`src/design/bsc_pkg.sv`:
```
package bsc_pkg;

  localparam int SIG_COUNT  = 9;
  localparam int WIN_DEPTH  = 9;
  localparam int PORT_COUNT = 14;
  localparam int MAX_BANNER = 200;
  localparam int KEPT_W     = $clog2(MAX_BANNER + 1);
  localparam int CODE_W     = 5;
  localparam int PORT_W     = 16;
  localparam int LEN_W      = 8;
  localparam int TEXT_W     = 8 * (WIN_DEPTH + 1);

  typedef logic [7:0]           char_t;
  typedef logic [CODE_W-1:0]    code_t;
  typedef logic [KEPT_W-1:0]    kept_t;
  typedef logic [SIG_COUNT-1:0] sig_vec_t;
  typedef logic [PORT_W-1:0]    port_t;
  typedef logic [LEN_W-1:0]     len_t;

  localparam char_t CHAR_LF    = 8'd10;
  localparam char_t CHAR_CR    = 8'd13;
  localparam char_t CHAR_SPACE = 8'd32;
  localparam char_t CHAR_FIRST = 8'd32;
  localparam char_t CHAR_LAST  = 8'd126;

  localparam code_t CODE_UNKNOWN  = 5'd0;
  localparam code_t CODE_FTP      = 5'd1;
  localparam code_t CODE_WEB_A    = 5'd2;
  localparam code_t CODE_HTTP     = 5'd3;
  localparam code_t CODE_SQL_M    = 5'd4;
  localparam code_t CODE_SQL_P    = 5'd5;
  localparam code_t CODE_VNC      = 5'd6;
  localparam code_t CODE_SMTP     = 5'd7;
  localparam code_t CODE_SSH      = 5'd8;
  localparam code_t CODE_WEB_N    = 5'd9;
  localparam code_t CODE_TELNET   = 5'd10;
  localparam code_t CODE_DNS      = 5'd11;
  localparam code_t CODE_HTTPS    = 5'd12;
  localparam code_t CODE_RDP      = 5'd13;
  localparam code_t CODE_KV       = 5'd14;
  localparam code_t CODE_HTTP_ALT = 5'd15;
  localparam code_t CODE_DOC_DB   = 5'd16;

  // Signature text, right-justified: byte 0 is the final character.
  localparam logic [TEXT_W-1:0] SIG_TEXT [SIG_COUNT] = '{
    TEXT_W'("220"),
    TEXT_W'(80'h417061636865),
    TEXT_W'("HTTP/"),
    TEXT_W'(80'h4D7953514C),
    TEXT_W'(80'h506F737467726553514C),
    TEXT_W'("RFB"),
    TEXT_W'("SMTP"),
    TEXT_W'("SSH-"),
    TEXT_W'(80'h6E67696E78)
  };

  localparam int SIG_LEN [SIG_COUNT] = '{3, 6, 5, 5, 10, 3, 4, 4, 5};

  localparam code_t SIG_CODE [SIG_COUNT] = '{
    CODE_FTP, CODE_WEB_A, CODE_HTTP, CODE_SQL_M, CODE_SQL_P,
    CODE_VNC, CODE_SMTP, CODE_SSH, CODE_WEB_N
  };

  localparam port_t PORT_NUM [PORT_COUNT] = '{
    16'd21, 16'd22, 16'd23, 16'd25, 16'd53, 16'd80, 16'd443,
    16'd3306, 16'd3389, 16'd5432, 16'd5900, 16'd6379, 16'd8080, 16'd27017
  };

  localparam code_t PORT_CODE [PORT_COUNT] = '{
    CODE_FTP, CODE_SSH, CODE_TELNET, CODE_SMTP, CODE_DNS, CODE_HTTP, CODE_HTTPS,
    CODE_SQL_M, CODE_RDP, CODE_SQL_P, CODE_VNC, CODE_KV, CODE_HTTP_ALT, CODE_DOC_DB
  };

  typedef struct packed {
    char_t [SIG_COUNT-1:0] chr;
    sig_vec_t              care;
  } cell_ref_t;

  typedef struct packed {
    logic     load;
    sig_vec_t hits;
    kept_t    kept;
    port_t    port;
  } decide_req_t;

  // Expected character of every signature at one window position.
  function automatic cell_ref_t cell_ref(input int pos);
    cell_ref_t r;
    for (int k = 0; k < SIG_COUNT; k++) begin
      r.chr[k]  = SIG_TEXT[k][8*(pos+1) +: 8];
      r.care[k] = (pos + 1 < SIG_LEN[k]);
    end
    return r;
  endfunction

  function automatic code_t port_lookup(input port_t p);
    code_t c;
    c = CODE_UNKNOWN;
    for (int k = 0; k < PORT_COUNT; k++) begin
      if (PORT_NUM[k] == p) c = PORT_CODE[k];
    end
    return c;
  endfunction

endpackage

```
`src/design/bsc_if.sv`:
```
interface bsc_in_if;
  logic              valid;
  logic              ready;
  bsc_pkg::char_t    raw_byte;
  logic              has_byte;
  logic              last;
  bsc_pkg::port_t    port;

  modport source (output valid, raw_byte, has_byte, last, port, input ready);
  modport sink   (input valid, raw_byte, has_byte, last, port, output ready);
endinterface

interface bsc_out_if;
  logic              valid;
  logic              ready;
  bsc_pkg::code_t    service_code;
  logic              from_banner;
  bsc_pkg::len_t     banner_length;

  modport source (output valid, service_code, from_banner, banner_length, input ready);
  modport sink   (input valid, service_code, from_banner, banner_length, output ready);
endinterface

```
`src/design/banner_service_classifier.sv`:
```
// Classifies a connection's reply from its raw bytes, one byte per beat, and gives one
// service code on the beat marked last. A beat is taken every cycle while the result
// register is empty or being drained, so the sustained rate is one byte per cycle; the
// result is valid in the cycle after the last beat. Printable bytes are kept, CR and LF
// count as spaces, and only the first 200 cleaned characters are matched. The recent
// characters sit in a row of nine window cells that shift once per kept character, each
// comparing its character against every signature; a signature hit is sticky until the
// last beat, after which the window, the hits and the count are cleared.
module banner_service_classifier (
  input  logic        clk,
  input  logic        rst,
  bsc_in_if.sink      bytes,
  bsc_out_if.source   result
);

  bsc_pkg::char_t      tap    [bsc_pkg::WIN_DEPTH];
  bsc_pkg::sig_vec_t   cell_ok[bsc_pkg::WIN_DEPTH];
  bsc_pkg::sig_vec_t   win_ok;
  bsc_pkg::sig_vec_t   tail_ok;
  bsc_pkg::sig_vec_t   match;
  bsc_pkg::sig_vec_t   hit_flags;
  bsc_pkg::sig_vec_t   hits_now;
  bsc_pkg::kept_t      kept_count;
  bsc_pkg::kept_t      kept_count_next;
  bsc_pkg::char_t      cur;
  bsc_pkg::decide_req_t req;
  logic                accept;
  logic                is_print;
  logic                is_eol;
  logic                take;
  logic                clear;
  logic                free;

  assign accept   = bytes.valid && bytes.ready;
  assign is_print = bytes.raw_byte inside {[bsc_pkg::CHAR_FIRST:bsc_pkg::CHAR_LAST]};
  assign is_eol   = bytes.raw_byte inside {bsc_pkg::CHAR_LF, bsc_pkg::CHAR_CR};
  assign cur      = is_print ? bytes.raw_byte : bsc_pkg::CHAR_SPACE;
  assign take     = accept && bytes.has_byte && (is_print || is_eol)
                    && (kept_count < bsc_pkg::KEPT_W'(bsc_pkg::MAX_BANNER));
  assign clear    = accept && bytes.last;

  for (genvar i = 0; i < bsc_pkg::WIN_DEPTH; i++) begin : g_cell
    bsc_pkg::char_t din;
    if (i == 0) begin : g_head
      assign din = cur;
    end else begin : g_link
      assign din = tap[i-1];
    end
    bsc_cell u_cell (
      .clk     (clk),
      .rst     (rst),
      .advance (take),
      .clear   (clear),
      .din     (din),
      .pattern (bsc_pkg::cell_ref(i)),
      .dout    (tap[i]),
      .hit_ok  (cell_ok[i])
    );
  end

  always_comb begin
    win_ok = '1;
    for (int i = 0; i < bsc_pkg::WIN_DEPTH; i++) begin
      win_ok = win_ok & cell_ok[i];
    end
    for (int k = 0; k < bsc_pkg::SIG_COUNT; k++) begin
      tail_ok[k] = (cur == bsc_pkg::SIG_TEXT[k][7:0]);
    end
    match           = take ? (tail_ok & win_ok) : '0;
    hits_now        = hit_flags | match;
    kept_count_next = take ? kept_count + 1'b1 : kept_count;
  end

  always_ff @(posedge clk) begin
    if (rst || clear) begin
      hit_flags  <= '0;
      kept_count <= '0;
    end else begin
      hit_flags  <= hits_now;
      kept_count <= kept_count_next;
    end
  end

  assign req.load = clear;
  assign req.hits = hits_now;
  assign req.kept = kept_count_next;
  assign req.port = bytes.port;

  bsc_decide u_decide (
    .clk    (clk),
    .rst    (rst),
    .req    (req),
    .free   (free),
    .result (result)
  );

  assign bytes.ready = free;

  a_last_gives_result: assert property (@(posedge clk) disable iff (rst)
    clear |=> result.valid)
    else $error("last beat did not produce a result");

  a_last_clears_state: assert property (@(posedge clk) disable iff (rst)
    clear |=> (hit_flags == '0) && (kept_count == '0) && (tap[0] == '0))
    else $error("state not cleared after last beat");

  a_count_bounded: assert property (@(posedge clk) disable iff (rst)
    32'(kept_count) <= bsc_pkg::MAX_BANNER)
    else $error("kept count beyond banner limit");

  a_stall_blocks_input: assert property (@(posedge clk) disable iff (rst)
    result.valid && !result.ready |-> !bytes.ready)
    else $error("beat accepted while result stalled");

  a_no_hit_without_chars: assert property (@(posedge clk) disable iff (rst)
    (kept_count == '0) |-> (hit_flags == '0))
    else $error("hit flag set with empty banner");

endmodule

```
`src/design/bsc_cell.sv`:
```
module bsc_cell (
  input  logic                clk,
  input  logic                rst,
  input  logic                advance,
  input  logic                clear,
  input  bsc_pkg::char_t      din,
  input  bsc_pkg::cell_ref_t  pattern,
  output bsc_pkg::char_t      dout,
  output bsc_pkg::sig_vec_t   hit_ok
);

  bsc_pkg::char_t held;

  always_ff @(posedge clk) begin
    if (rst || clear) begin
      held <= '0;
    end else if (advance) begin
      held <= din;
    end
  end

  always_comb begin
    for (int k = 0; k < bsc_pkg::SIG_COUNT; k++) begin
      hit_ok[k] = !pattern.care[k] || (held == pattern.chr[k]);
    end
  end

  assign dout = held;

endmodule

```
`src/design/bsc_decide.sv`:
```
module bsc_decide (
  input  logic                  clk,
  input  logic                  rst,
  input  bsc_pkg::decide_req_t  req,
  output logic                  free,
  bsc_out_if.source             result
);

  bsc_pkg::code_t code_next;
  logic           from_next;
  bsc_pkg::len_t  len_next;

  always_comb begin
    code_next = bsc_pkg::CODE_UNKNOWN;
    from_next = 1'b0;
    if (req.kept != '0) begin
      for (int k = bsc_pkg::SIG_COUNT - 1; k >= 0; k--) begin
        if (req.hits[k]) begin
          code_next = bsc_pkg::SIG_CODE[k];
          from_next = 1'b1;
        end
      end
    end
    if (!from_next) begin
      code_next = bsc_pkg::port_lookup(req.port);
    end
    if (32'(req.kept) > 32'd255) begin
      len_next = '1;
    end else begin
      len_next = bsc_pkg::LEN_W'(req.kept);
    end
  end

  assign free = !result.valid || result.ready;

  always_ff @(posedge clk) begin
    if (rst) begin
      result.valid <= 1'b0;
    end else if (req.load) begin
      result.valid <= 1'b1;
    end else if (result.ready) begin
      result.valid <= 1'b0;
    end
  end

  always_ff @(posedge clk) begin
    if (req.load) begin
      result.service_code  <= code_next;
      result.from_banner   <= from_next;
      result.banner_length <= len_next;
    end
  end

endmodule

```
`src/flat_wrapper.sv`:
```
// flat-port wrapper written by rule: the top's interface ports become plain ports
module banner_service_classifier_flat 
  (clk, rst, bytes_valid, bytes_raw_byte, bytes_has_byte, bytes_last, bytes_port, bytes_ready, result_valid, result_service_code, result_from_banner, result_banner_length, result_ready);
  bsc_in_if bytes_i ();
  bsc_out_if result_i ();
  input  logic clk;
  input  logic rst;
  input wire logic [$bits(bytes_i.valid)-1:0] bytes_valid;
  input wire logic [$bits(bytes_i.raw_byte)-1:0] bytes_raw_byte;
  input wire logic [$bits(bytes_i.has_byte)-1:0] bytes_has_byte;
  input wire logic [$bits(bytes_i.last)-1:0] bytes_last;
  input wire logic [$bits(bytes_i.port)-1:0] bytes_port;
  output wire logic [$bits(bytes_i.ready)-1:0] bytes_ready;
  output wire logic [$bits(result_i.valid)-1:0] result_valid;
  output wire logic [$bits(result_i.service_code)-1:0] result_service_code;
  output wire logic [$bits(result_i.from_banner)-1:0] result_from_banner;
  output wire logic [$bits(result_i.banner_length)-1:0] result_banner_length;
  input wire logic [$bits(result_i.ready)-1:0] result_ready;
  assign bytes_i.valid = bytes_valid;
  assign bytes_i.raw_byte = bytes_raw_byte;
  assign bytes_i.has_byte = bytes_has_byte;
  assign bytes_i.last = bytes_last;
  assign bytes_i.port = bytes_port;
  assign bytes_ready = bytes_i.ready;
  assign result_valid = result_i.valid;
  assign result_service_code = result_i.service_code;
  assign result_from_banner = result_i.from_banner;
  assign result_banner_length = result_i.banner_length;
  assign result_i.ready = result_ready;
  banner_service_classifier u_core (.clk(clk), .rst(rst), .bytes(bytes_i), .result(result_i));
endmodule
```
`config.mk`:
```
export PLATFORM = sky130hd
export DESIGN_NAME = banner_service_classifier_flat
export DESIGN_NICKNAME = d
export VERILOG_FILES = /design/src/design/bsc_pkg.sv /design/src/design/bsc_if.sv /design/src/design/banner_service_classifier.sv /design/src/design/bsc_cell.sv /design/src/design/bsc_decide.sv /design/src/flat_wrapper.sv
export SDC_FILE = /design/constraint.sdc
export NUM_CORES = 1
export LEC_CHECK = 0
export BUFFER_PORTS_ARGS = -buffer_cell sky130_fd_sc_hd__buf_2
export CAP_MARGIN = 20
export CORE_ASPECT_RATIO = 1.5
export CORE_MARGIN = 1.5
export CORE_UTILIZATION = 38
export CTS_CLUSTER_SIZE = 8
export DETAILED_ROUTE_END_ITERATION = 12
export PLACE_DENSITY = 0.59
export SETUP_SLACK_MARGIN = 0.3
export SLEW_MARGIN = 20
export SYNTH_ARGS = -nofsm -noshare
export SYNTH_HDL_FRONTEND = slang
export SYNTH_HIERARCHICAL = 1
export SYNTH_SLANG_ARGS = --single-unit
```
`constraint.sdc`:
```
create_clock -name clk -period 3.35 [get_ports clk]
set_input_delay 0.335 -clock clk [delete_from_list [all_inputs] [get_ports clk]]
set_output_delay 0.335 -clock clk [all_outputs]
set_load 0.03 [all_outputs]
```
==> qor.txt <==
Reg2Reg Capture Point = u_core/u_decide/result.service_code[0]
Finish-stage setup viols = 0
PwrDens = 206.0 nW/um2
EDFF count, synth = 14
Most frequent cells in the layout = conb_1, xnor2_1, nand4_1, buf_4, nor2_1
Pwr Total = 3.402 mW
Worst Clk Skew = 0.008306 ns
Most common cell after layout, fill and taps aside = conb_1
Worst Path Required = 3.45 ns
DR WL/cell = 12.52 um
# hold bufs at CTS = 0
Area delta synth->final = 27.87%
Clock Sink Count = 104
Register area = 2241 um2
Post-synth top flop = dfxtp_1
Vias per cell = 4.168
Top post-synthesis cells by area = xnor2_1, dfxtp_1, nand4_1, buf_6, mux2i_1
Max IR drop VDD = 0.2279 mV
Crit-path slowest cell = or4_1
Max incr delay on CP = 0.57 ns
Fmax = 0.3390 GHz
Root Driver = clkbuf_16
Mapped cell area = 12920 um2
Tot GR Track Use = 19.98%
1st-iter DRT viols = 406
Synth warnings = 6
Met3 wire len = 532 um
FF-to-FF setup slack = 0.47 ns
Area of the multi-input gates = 12490 um2
Clock Tree Buf Depth = 2
Top-area cell type share of the netlist area = 43.94%
Postcts setup bufs = 0
Crit path max fanout = 6
P_leak = 6.081 nW
Port Buffers = 45
DRT Pass-1 Iters = 4
Post-Synthesis Cells = 1473
DR WL met2 = 18910 um
Setup CP Type = in -> reg
Num CTS Buffers = 9
R2R Path Start = u_core/g_cell[0].u_cell/dout[7]
Final #Nets = 2281
Metal-1 WL = 13140 um
Worst-Skew Late Latency = 0.36 ns
Cts repair resizes = 5
CP endpoint = u_core/u_decide/result.service_code[0]
Die height = 228.8 um
Post-Syn Area per Cell = 8.769 um2
RSZ-0062 raised after global routing = false
TritonCTS clock tree = yes
Outcome = complete, no violations
Initial antenna violation count = 1
Initial core utilization = 38.62%
First-pass GRT wire length = 55900 um
Hold Crit Class = in -> reg
Fill cell count = 3329
IO Count = 46
Via count = 11150
Async SR Flop Fraction = 0%
Die area = 35130 um2
Setup ws final = 0.4001 ns
Adder-Cell Fraction of Synth Area = 0.09687%
Register area share after synthesis = 17.20%
Crit path cell chain = buf_2 -> or3b_4 -> a2111o_4 -> a211oi_2 -> xor2_1 -> or4_1 -> nor2_2 -> a31oi_2 -> buf_4 -> o31ai_1 -> o21ai_1
Worst slew pin tran = 0.9100 ns
Max-cap check violation count = 0
Critical Path End Type = flip-flop
Post-synthesis compound-gate area fraction = 6.025%
Gr ovfl total = 0
Post-synth top area cell = xnor2_1
HPWL after DPL = 27020 um
Die X = 153.5 um
Worst slack, placed = 0.06164 ns
Final hold vios = 0
Xor/xnor share of the synthesized area = 44.35%
Largest net degree at the start of global routing = 52
Core ar. = 33450 um2
Post-synthesis simple-gate area fraction = 18.28%
Distinct cells, synth = 66
Ant. Diodes = 0
Worst setup path start = bytes_raw_byte[7]
CP Data Arrival Time = 3.05 ns
DRT Wirelength = 33490 um
Combinational family with the most area after synthesis = XOR/XNOR gates
Mux share of post-synthesis cell area = 6.316%
Slew HR = 39.33%
Post-synthesis sequential element count = 104
Row cnt = 82
Number of global-route vias before repair = 11040
Layout cell share with drive strength beyond 1 = 8.917%
R2R depth = 10
Final ANT Viol Nets = 0
DRC Markers = 0
Clock-pin slew on the worst setup and hold paths = 0.07 ns
Top Metal Used = met5
Utilization after layout = 49.38%
Setup TNS = 0 ns
H-tree depth = 3
Placer congestion estimate = 0.8907
Min Clock Period, post-route = 2.950 ns
Fin crit share = 88.06%
Pins Over Slew Limit = 0
Crit start category = input port
## stage by stage
stage	std cells	hold WS [ns]	cell area (um2)
finish	2674	0.3431	16520
global route	2674	0.3915	16520
CTS	2674	0.3371	16460
detailed placement	2659	0.4721	16090
global placement	2659	0.4622	16090
floorplan	2201	0.4041	15660
## power breakdown
group / total, mW / internal, mW / leakage (nW) / switching [mW]
sequential: 1.28 / 1.27 / 0.859 / 0.00995
combinational: 0.861 / 0.388 / 5.05 / 0.474
clock: 1.26 / 0.764 / 0.175 / 0.497
total: 3.40 / 2.42 / 6.08 / 0.981
## cell usage after synthesis, drive strengths merged (7+ instances only)
master	n
nor2	87
a21oi	9
or2	13
nand4	183
xnor2	648
edfxtp	14
nor3	10
buf	90
or3	7
nor4	11
o21ai	86
mux2i	80
nand2	25
and2	15
dfxtp	90
## critical path: cells and delay by family
kind | cells | cell delay, ns
simple gates | 3 | 1.17
buf+inv | 2 | 0.31
xor+xnor | 1 | 0.12
compound gates | 5 | 1.11
## sequential cells by signal (all words and copies together), names as in the netlist
signal / count
u_core/u_decide/result.from_banner: 1
u_core/kept_count: 8
u_core/u_decide/result.valid: 1
u_core/hit_flags: 9
u_core/u_decide/result.banner_length: 8
u_core/u_decide/result.service_code: 5
u_core/g_cell.u_cell/dout: 72
## worst min-delay path by stage
stage,start,to,cells after the start
after global placement,u_core/hit_flags[4],u_core/hit_flags[4],2
after detailed placement,u_core/hit_flags[4],u_core/hit_flags[4],2
final,result_ready,u_core/u_decide/result.valid,3
after global routing,result_ready,u_core/u_decide/result.valid,3
after floorplan,rst,u_core/u_decide/result.valid,1
after CTS,result_ready,u_core/u_decide/result.valid,3
## routing by layer
layer	vias up	GRT usage, %
li1	5904	-
met1	5136	20.68
met2	71	40.82
met3	32	1.820
met4	2	6.796
met5	-	0
## cell families (layout without fill, tap and decap cells)
family | after synthesis | after routing
DFF | 104 | 104
AOI/OAI and AO/OA | 126 | 126
buffers and inverters | 99 | 152
adders and majority gates | 1 | 1
muxes | 81 | 81
xor gates and xnor gates | 654 | 654
and+or+nand+nor | 406 | 406
other | 2 | 730
## area by class of cell
| class | instances | area share, % |
|---|---|---|
| Sequential cell | 104 | 13.57 |
| Inverter | 5 | 0.1136 |
| Multi-Input combinational cell | 1998 | 75.65 |
| Tap cell | 420 | 3.182 |
| Timing Repair Buffer | 132 | 5.318 |
| Clock buffer | 12 | 1.750 |
| Clock inverter | 3 | 0.4167 |
No activity file was read; power rests on OpenSTA's default activity.
